### src/rtl/ptpo_pkg.sv
// Shared types, constants and the octave root table of the pitch-to-phase oscillator.
package ptpo_pkg;

  localparam int VoicesDefault = 8;
  localparam int RootSteps     = 12;
  localparam logic [22:0] FreqMax = 23'd5120000;

  localparam logic [2:0] REG_TUNE_BASE = 3'd0;
  localparam logic [2:0] REG_FREQ_MULT = 3'd1;
  localparam logic [2:0] REG_FREQ_OFFS = 3'd2;
  localparam logic [2:0] REG_INC_PER_HZ = 3'd3;

  typedef struct packed {
    logic [2:0]         voice;
    logic signed [15:0] pitch_voltage;
    logic signed [31:0] phase_mod;
    logic               gate_in;
  } in_item_t;

  typedef struct packed {
    logic [2:0]  voice_out;
    logic [31:0] phase_out;
    logic [22:0] frequency_hz;
    logic        freq_clamped;
  } out_item_t;

  typedef struct packed {
    logic [2:0]  reg_idx;
    logic [31:0] wdata;
  } cfg_wr_t;

  typedef enum logic [2:0] {
    ST_IDLE, ST_ROOT, ST_MULA, ST_MULX, ST_SHIFT, ST_CLAMP, ST_INC, ST_DONE
  } ptpo_state_e;

  typedef struct packed {
    logic load;
    logic root_step;
    logic mula;
    logic mulx;
    logic shift;
    logic clamp;
    logic inc;
    logic finish;
  } ptpo_cmd_t;

  typedef struct packed {
    logic root_last;
    logic out_free;
  } ptpo_sts_t;

  // 2^(2^-j) in Q1.30, by repeated floor square roots starting from 2.
  function automatic logic [30:0] root_val(input int j);
    longint unsigned x;
    longint unsigned n;
    longint unsigned r;
    longint unsigned b;
    int i;
    x = 64'd1 << 31;
    for (i = 0; i < j; i++) begin
      n = x << 30;
      r = 64'd0;
      b = 64'd1 << 62;
      while (b > n) b = b >> 2;
      while (b != 64'd0) begin
        if (n >= r + b) begin
          n = n - (r + b);
          r = (r >> 1) + b;
        end else begin
          r = r >> 1;
        end
        b = b >> 2;
      end
      x = r;
    end
    return x[30:0];
  endfunction

  // Indexed by fraction bit b; entry b holds 2^(2^(b-12)).
  localparam logic [30:0] ROOT_BY_BIT [RootSteps] = '{
    root_val(12), root_val(11), root_val(10), root_val(9), root_val(8), root_val(7),
    root_val(6), root_val(5), root_val(4), root_val(3), root_val(2), root_val(1)
  };

endpackage

### src/rtl/ptpo_ctrl.sv
// Sequencer that steps the oscillator datapath through one voice sample.
module ptpo_ctrl import ptpo_pkg::*; (
  input  logic      clk_i,
  input  logic      rst_ni,
  input  logic      in_valid_i,
  output logic      in_ready_o,
  input  ptpo_sts_t sts_i,
  output ptpo_cmd_t cmd_o
);

  ptpo_state_e state_q, state_d;

  always_ff @(posedge clk_i or negedge rst_ni) begin
    if (!rst_ni) begin
      state_q <= ST_IDLE;
    end else begin
      state_q <= state_d;
    end
  end

  always_comb begin
    state_d = state_q;
    unique case (state_q)
      ST_IDLE:  if (in_valid_i) state_d = ST_ROOT;
      ST_ROOT:  if (sts_i.root_last) state_d = ST_MULA;
      ST_MULA:  state_d = ST_MULX;
      ST_MULX:  state_d = ST_SHIFT;
      ST_SHIFT: state_d = ST_CLAMP;
      ST_CLAMP: state_d = ST_INC;
      ST_INC:   state_d = ST_DONE;
      ST_DONE:  if (sts_i.out_free) state_d = ST_IDLE;
      default:  state_d = ST_IDLE;
    endcase
  end

  always_comb begin
    cmd_o      = '0;
    in_ready_o = 1'b0;
    unique case (state_q)
      ST_IDLE: begin
        in_ready_o = 1'b1;
        cmd_o.load = in_valid_i;
      end
      ST_ROOT:  cmd_o.root_step = 1'b1;
      ST_MULA:  cmd_o.mula = 1'b1;
      ST_MULX:  cmd_o.mulx = 1'b1;
      ST_SHIFT: cmd_o.shift = 1'b1;
      ST_CLAMP: cmd_o.clamp = 1'b1;
      ST_INC:   cmd_o.inc = 1'b1;
      ST_DONE:  cmd_o.finish = sts_i.out_free;
      default:  cmd_o = '0;
    endcase
  end

endmodule

### config.mk
export PLATFORM = sky130hd
export DESIGN_NAME = ptpo_ctrl
export DESIGN_NICKNAME = d
export VERILOG_FILES = /design/src/rtl/ptpo_pkg.sv /design/src/rtl/ptpo_ctrl.sv
export SDC_FILE = /design/constraint.sdc
export NUM_CORES = 1
export LEC_CHECK = 0
export ABC_AREA = 1
export BUFFER_PORTS_ARGS = -buffer_cell sky130_fd_sc_hd__clkbuf_2
export CAP_MARGIN = 10
export CORE_AREA = 2 2 39 41
export CTS_CLUSTER_SIZE = 8
export DETAILED_ROUTE_END_ITERATION = 8
export DIE_AREA = 0 0 41 43
export GPL_ROUTABILITY_DRIVEN = 0
export PLACE_DENSITY = 0.47
export RECOVER_POWER = 25
export SETUP_SLACK_MARGIN = 0.02
export SLEW_MARGIN = 5
export SYNTH_ARGS = -nofsm -noshare
export SYNTH_HDL_FRONTEND = slang
export SYNTH_SLANG_ARGS = --single-unit
### constraint.sdc
create_clock -name clk_i -period 1.1 [get_ports clk_i]
set_input_delay 0.165 -clock clk_i [delete_from_list [all_inputs] [get_ports clk_i]]
set_output_delay 0.165 -clock clk_i [all_outputs]
set_load 0.02 [all_outputs]
**Word-level counts from Yosys, hierarchy flattened**

Cells that the tools add are included.

- Add/subtract/negate cells: 0
- Multipliers: 0
- Div/mod/pow operators: 0
- $lt $le $gt $ge: 0
- Equality and inequality tests: 10
- Shift-type cells: 0
- Muxes and demuxes: 13
- Bitwise gates (word level): 0
- Reductions and logical operators: 2

Operator list:

| operator | number |
|---|---|
| 3-bit case mux with 8 select lines | 1 |
| 3-bit equality test, second input constant | 4 |
| 1-bit two-way mux | 9 |
| 3-bit two-way mux | 3 |
| 3-bit by 2-bit equality test with 1-bit output, second input constant | 2 |
| 2-bit inequality test, second input constant | 3 |
| 3-bit by 1-bit equality test with 1-bit output, second input constant | 1 |
| 3-bit zero test | 1 |
| 3-bit AND reduction | 1 |

- Bits in registers: 3
- Latch bits: 0
- Memory bits (writable): 0
- Memory bits (read-only): 0
- Bits of input ports: 5
- Output and inout bits: 9
- Logic and storage cells: 26
- Memories: 0

**Logic depth before layout (Yosys ltp)**

Gate-level depths: netlist (run 1).

- Depth in word-level cells: 3
- Depth in mapped cells: 6
- Gate-level depth less buffers: 5

**Worst setup path before layout (run 1)**

Ideal clock, no wire load.

- Path kind: register -> output
- Start: register state_q[0]
- End: output cmd_o[3] (netlist bit)
- Arrival: 0.990 ns
- Required time: 0.935 ns
- Path slack: -0.055 ns
- Stages on the path, launching flop included: 3
- Buffers on the path: 1
- Cells stage by stage: dfrtp_1 > buf_2 > nor3_1

RTL lines:

| element | RTL line | source |
|---|---|---|
| from (decl) | ptpo_ctrl.sv:11 | `ptpo_state_e state_q, state_d;` |
| from (signal assigned) | ptpo_ctrl.sv:17 | `state_q <= state_d;` |
| to (decl) | ptpo_ctrl.sv:8 | `output ptpo_cmd_t cmd_o` |

==> impl_metrics.json, run 1 <==
{
  "yosysSeqAreaShare_pct": 33.1,
  "synth_area_leader_cell": "dfrtp_1",
  "reg.largest.list": "state_q (3)",
  "synth-seq-cells": 3,
  "worst_pin_slew_ps": 187,
  "grt_setup_unrepaired": "true",
  "finClkSkew_ps": 4.68,
  "antenna_found_initial": 0,
  "cp.arrival_ps": 1190,
  "h-tree-depth": 1,
  "cp-start-kind": "flip-flop",
  "overflow": 0,
  "p_seq_share_pct": 18.5,
  "power.leakage_nw": 0.286,
  "area_growth_pct": 129,
  "row_count": 14,
  "drt_first_pass_iters": 4,
  "synth_commonest_cells": "nor2_1, inv_1, nand3_1, dfrtp_1, nand2_1",
  "switchingPower_mw": 0.702,
  "syn_inst": 38,
  "p_int_mw": 0.887,
  "fmax_ghz": 0.739,
  "setup_viol": 11,
  "status": "finished with violations",
  "die_width_um": 41,
  "syn_area_um2": 226,
  "yosys.cell_count.top_type": "nor2_1",
  "largest_register": "state_q",
  "clk_path_buf_depth": 2,
  "r2r_start": "state_q[0]",
  "crit_start": "state_q[0]",
  "ff_latch_area_um2": 77.6,
  "port_buffers": 13,
  "cts_sinks": 3,
  "cts.reportedPaths.clkPinSlew_ps": 40,
  "num-fill-cells": 141,
  "worst_slack_ps": -254,
  "cp.required_ps": 940,
  "coreArea_um2": 1380,
  "syn_avg_cell_area_um2": 5.96,
  "cts-root-buf": "clkbuf_4",
  "worst-path-max-fanout": 7,
  "yosys.area.top_type_share_pct": 33.1,
  "cap_violations": 0,
  "hpwl_um": 468,
  "wl_per_cell_um": 9.87,
  "vias": 333,
  "synth_edf_count": 0,
  "fin_nets": 73,
  "pwr-share-clk_pct": 13.0,
  "p_per_area_nw_per_um2": 3070,
  "synth.area.top_cells": "dfrtp_1, nor2_1, inv_1",
  "cts_tree": "done",
  "utilization_pct": 37.4,
  "final-hold-violation-count": 0,
  "n_antenna_cell": 0,
  "sw_frac_of_total_pct": 44.2,
  "drc": 0,
  "dr.first_iter.drc_count": 10,
  "grt_pass1_vias": 293,
  "antenna_left": 0,
  "vias_per_cell": 4.01,
  "die_y_um": 43,
  "ir_worst_vdd_v": 0.000863,
  "synthFlopType": "dfrtp_1",
  "io_pins": 14,
  "combPwrFrac_pct": 68.4,
  "numCtsBuffers": 3,
  "tns_ps": -2040,
  "slew_headroom_pct": 87.5,
  "clk_latency_ps": 250,
  "hp-start": "sts_i[1]",
  "drive_above_1_share_pct": 62.7,
  "die_area_um2": 1760,
  "routed_wirelength_um": 819,
  "start_util_pct": 16.4,
  "end_kind": "primary output",
  "critPathKind": "flip-flop to primary output",
  "slew_viol_final": 0,
  "yosysWarnings": 0,
  "grt_first_pass_wirelength_mm": 1.19,
  "synth.distinct_cells": 12,
  "multi_input_area_um2": 139,
  "largest_reg_flops": 3,
  "async_flop_share_pct": 100,
  "fin_crit_sh_pct": 123,
  "syn_nets": 43,
  "grt.total_usage_pct": 11.1,
  "violations": "setup timing",
  "min_period_ps": 1350,
  "hold_class": "input port to flip-flop",
  "grt_max_degree": 9
}
[cell families (layout without fill, tap and decap cells)]
kind of cell | count (synthesis) | count (layout) | share of synthesized area (%)
and+or+nand+nor | 21 | 21 | 40.3
AOI/OAI and AO/OA | 3 | 3 | 7.73
DFF | 3 | 3 | 33.1
buffers and inverters | 11 | 40 | 18.8
[worst max-delay path: stages (launching register included)]
cell and delay [ps]:
dfrtp_2 470, nor2_4 120, nand2_2 70, nor2_2 120, clkbuf_8 160
[worst paths after layout]
check / end / slack, ps / cells after the start
worst max-delay path: cmd_o[7] / -250 / 4
worst min-delay path: state_q[0] / 220 / 4
max in group asynchronous: state_q[1] / 680 / 2
worst min register to register: state_q[2] / 670 / 2
worst max register to register: state_q[1] / -240 / 8
min in group asynchronous: state_q[0] / 250 / 2
[metrics by stage]
stage / area (um2) / power, mW / hold slack [ps] / setup slack (ps) / cells
finish: 518 / 1.59 / 223 / -254 / 83
global route: 518 / 1.70 / 265 / -319 / 83
CTS: 477 / 1.41 / 224 / -209 / 81
detailed placement: 352 / 0.935 / -37.5 / -22.3 / 70
global placement: 352 / 0.936 / -34.4 / -8.89 / 70
floorplan: 241 / 0.694 / -131 / -17.9 / 38
[layer usage]
metal | up-vias | track usage [%] | share of wire [%]
li1 | 172 | - | -
met1 | 143 | 11.6 | 38
met2 | 13 | 15.6 | 51
met3 | 5 | 1.57 | 5.5
met4 | 0 | 14.0 | 5.4
met5 | - | 0 | 0
[timing repair]
item | 4_1_cts | 5_1_grt
hold buffers | 1 | 0
buffers inserted | 6 | 2
pin swaps | 3 | 4
endpoints found under the hold margin | 3 | 0
gates resized for setup | 17 | 15
endpoints found under the setup margin | 9 | 11
[power by group through the flow]
stage	combinational [mW]	clock (mW)	sequential [mW]
finish	1.09	0.207	0.294
global route	1.18	0.221	0.305
CTS	0.929	0.213	0.272
detailed placement	0.684	0	0.251
global placement	0.688	0	0.248
floorplan	0.478	0	0.217
[cell type report]
| class | count | area share (%) |
|---|---|---|
| Clock buffer | 4 | 5.07 |
| Inverter | 10 | 7.73 |
| Multi-Input combinational cell | 24 | 26.8 |
| Sequential cell | 3 | 15.0 |
| Tap cell | 16 | 3.86 |
| Timing Repair Buffer | 26 | 41.5 |
[placed cells by master (no fill, tap or decap), drive strengths merged]
cell type / Yosys / layout
buf: 1 / 19
nor2: 12 / 12
inv: 10 / 10
clkbuf: 0 / 10
nand3: 4 / 4
nand2: 3 / 3
dfrtp: 3 / 3
nor3: 2 / 2
o21bai: 1 / 1
o21ai: 1 / 1
a21oi: 1 / 1
dlygate4sd3: 0 / 1
No activity file was read; power rests on OpenSTA's default activity.
==> run 2, diff against run 1 <==
- clock period: 1.1 -> 1.6 ns (I/O delays scaled with it)
==> run 2 against run 1 <==
Compared with the run above:
- the flow now finishes without violations
- global-route usage is 3.4 points lower
- via count is 20% lower
- clock power is 35% lower
- critical endpoint is now cmd_o[5]
==> impl_metrics.json, run 2 (synthesized netlist as in run 1, its figures left out) <==
{
  "critPathKind": "flip-flop to primary output",
  "final_common_cell": "clkbuf_2",
  "clk_latency_ps": 240,
  "whs_ps": 322,
  "area_growth_pct": 50.8,
  "fin_nets": 61,
  "worst-path-max-fanout": 7,
  "p_per_area_nw_per_um2": 2010,
  "final_cell_mix": "clkbuf_2, nor2_1, inv_1",
  "grt_first_pass_wirelength_um": 862,
  "slew_viol_final": 0,
  "fmax_ghz": 0.696,
  "drive_above_1_share_pct": 32.7,
  "ff2ff_path_depth": 5,
  "finClkSkew_ps": 4.61,
  "drc": 0,
  "cap_violations": 0,
  "hp-start": "sts_i[1]",
  "stdcell_area_um2": 342,
  "status": "complete, no violations",
  "numCtsBuffers": 3,
  "r2r_start": "state_q[2]",
  "cts-root-buf": "clkbuf_4",
  "tns_ps": 0,
  "min_period_ps": 1440,
  "final-hold-violation-count": 0,
  "clk_path_buf_depth": 2,
  "die_area_um2": 1760,
  "start_util_pct": 16.4,
  "hpwl_um": 429,
  "grt_pass1_vias": 241,
  "dr.first_iter.drc_count": 2,
  "overflow": 0,
  "io_pins": 14,
  "slew_headroom_pct": 82.1,
  "fin_crit_sh_pct": 89.8,
  "dr_wl_met2_um": 250,
  "largest_register": "state_q",
  "reg.largest.list": "state_q (3)",
  "port_buffers": 13,
  "timing.rr.end": "state_q[0]",
  "antenna_found_initial": 0,
  "setup_viol": 0,
  "vias": 268,
  "topRoutingLayerUsed": "met4",
  "wl_met3_um": 23,
  "num-fill-cells": 163,
  "largest_reg_flops": 3,
  "cp-start-kind": "flip-flop",
  "m1WireLength_um": 218,
  "die_y_um": 43,
  "worst_pin_slew_ps": 269,
  "hold_end": "state_q[0]",
  "cts.reportedPaths.clkPinSlew_ps": 30,
  "cts_tree": "done",
  "min_path_cells": 4,
  "utilization_pct": 24.7,
  "vias_per_cell": 3.77,
  "ir_worst_vdd_v": 0.000399,
  "end_kind": "primary output",
  "cts_sinks": 3,
  "grt_max_degree": 9,
  "drt_first_pass_iters": 3,
  "die_width_um": 41,
  "routed_wirelength_um": 512,
  "grt.total_usage_pct": 7.65,
  "coreArea_um2": 1380,
  "wl_per_cell_um": 7.21,
  "hold_class": "input port to flip-flop",
  "row_count": 14,
  "antenna_left": 0,
  "grt_setup_unrepaired": "false",
  "h-tree-depth": 1,
  "reg2reg_slack_ps": 580,
  "n_antenna_cell": 0,
  "power.leakage_nw": 0.216,
  "cp.arrival_ps": 1200,
  "dpl_cell_area_um2": 307,
  "cp.required_ps": 1360
}
-- run 2: cell count changes in the layout (fill, tap and decap cells not counted), sizes merged --
cell | before | now
clkbuf | 10 | 17
buf | 19 | 0
-- run 2: layout make-up --
class	count	area (um2)	share of cell area (%)
Clock buffer	4	26.3	7.69
Inverter	10	37.5	11.0
Multi-Input combinational cell	24	109	31.9
Sequential cell	3	75.1	22.0
Tap cell	16	20.0	5.86
Timing Repair Buffer	14	73.8	21.6
-- run 2: per-layer routing --
layer / GRT usage [%] / vias to the layer above
li1: - / 148
met1: 8.44 / 112
met2: 10.9 / 6
met3: 1.57 / 2
met4: 8.00 / 0
met5: 0 / -
-- run 2: per-stage QoR --
step	setup WS [ps]	std cells	power, mW
floorplan	370	38	0.454
global placement	373	66	0.561
detailed placement	392	66	0.557
CTS	138	71	0.701
global route	23.9	71	0.752
finish	163	71	0.685
-- run 2: timing repair --
item | CTS | global route
endpoints found under the hold margin | 3 | 0
hold buffers | 1 | 0
gates resized for setup | 0 | 0
setup buffers | 0 | 0
-- run 2: worst max-delay path by stage --
stage	start	endpoint	slack (ps)	depth (start not counted)
final	state_q[1]	cmd_o[5]	160	5
after global routing	state_q[2]	cmd_o[7]	20	4
after CTS	state_q[1]	cmd_o[5]	140	5
after detailed placement	state_q[1]	cmd_o[5]	390	5
after global placement	state_q[1]	cmd_o[5]	370	5
after floorplan	state_q[0]	cmd_o[3]	370	2
-- run 2: critical path, stage by stage (launching register included) --
cell,delay (ps)
dfrtp_1,450
inv_1,100
nor2_2,100
inv_1,60
nor2_1,90
clkbuf_2,170
-- run 2: where the power goes --
| group | switching [mW] | internal (mW) |
|---|---|---|
| registers | 0.0656 | 0.115 |
| clock network | 0.0414 | 0.0936 |
| logic | 0.242 | 0.128 |
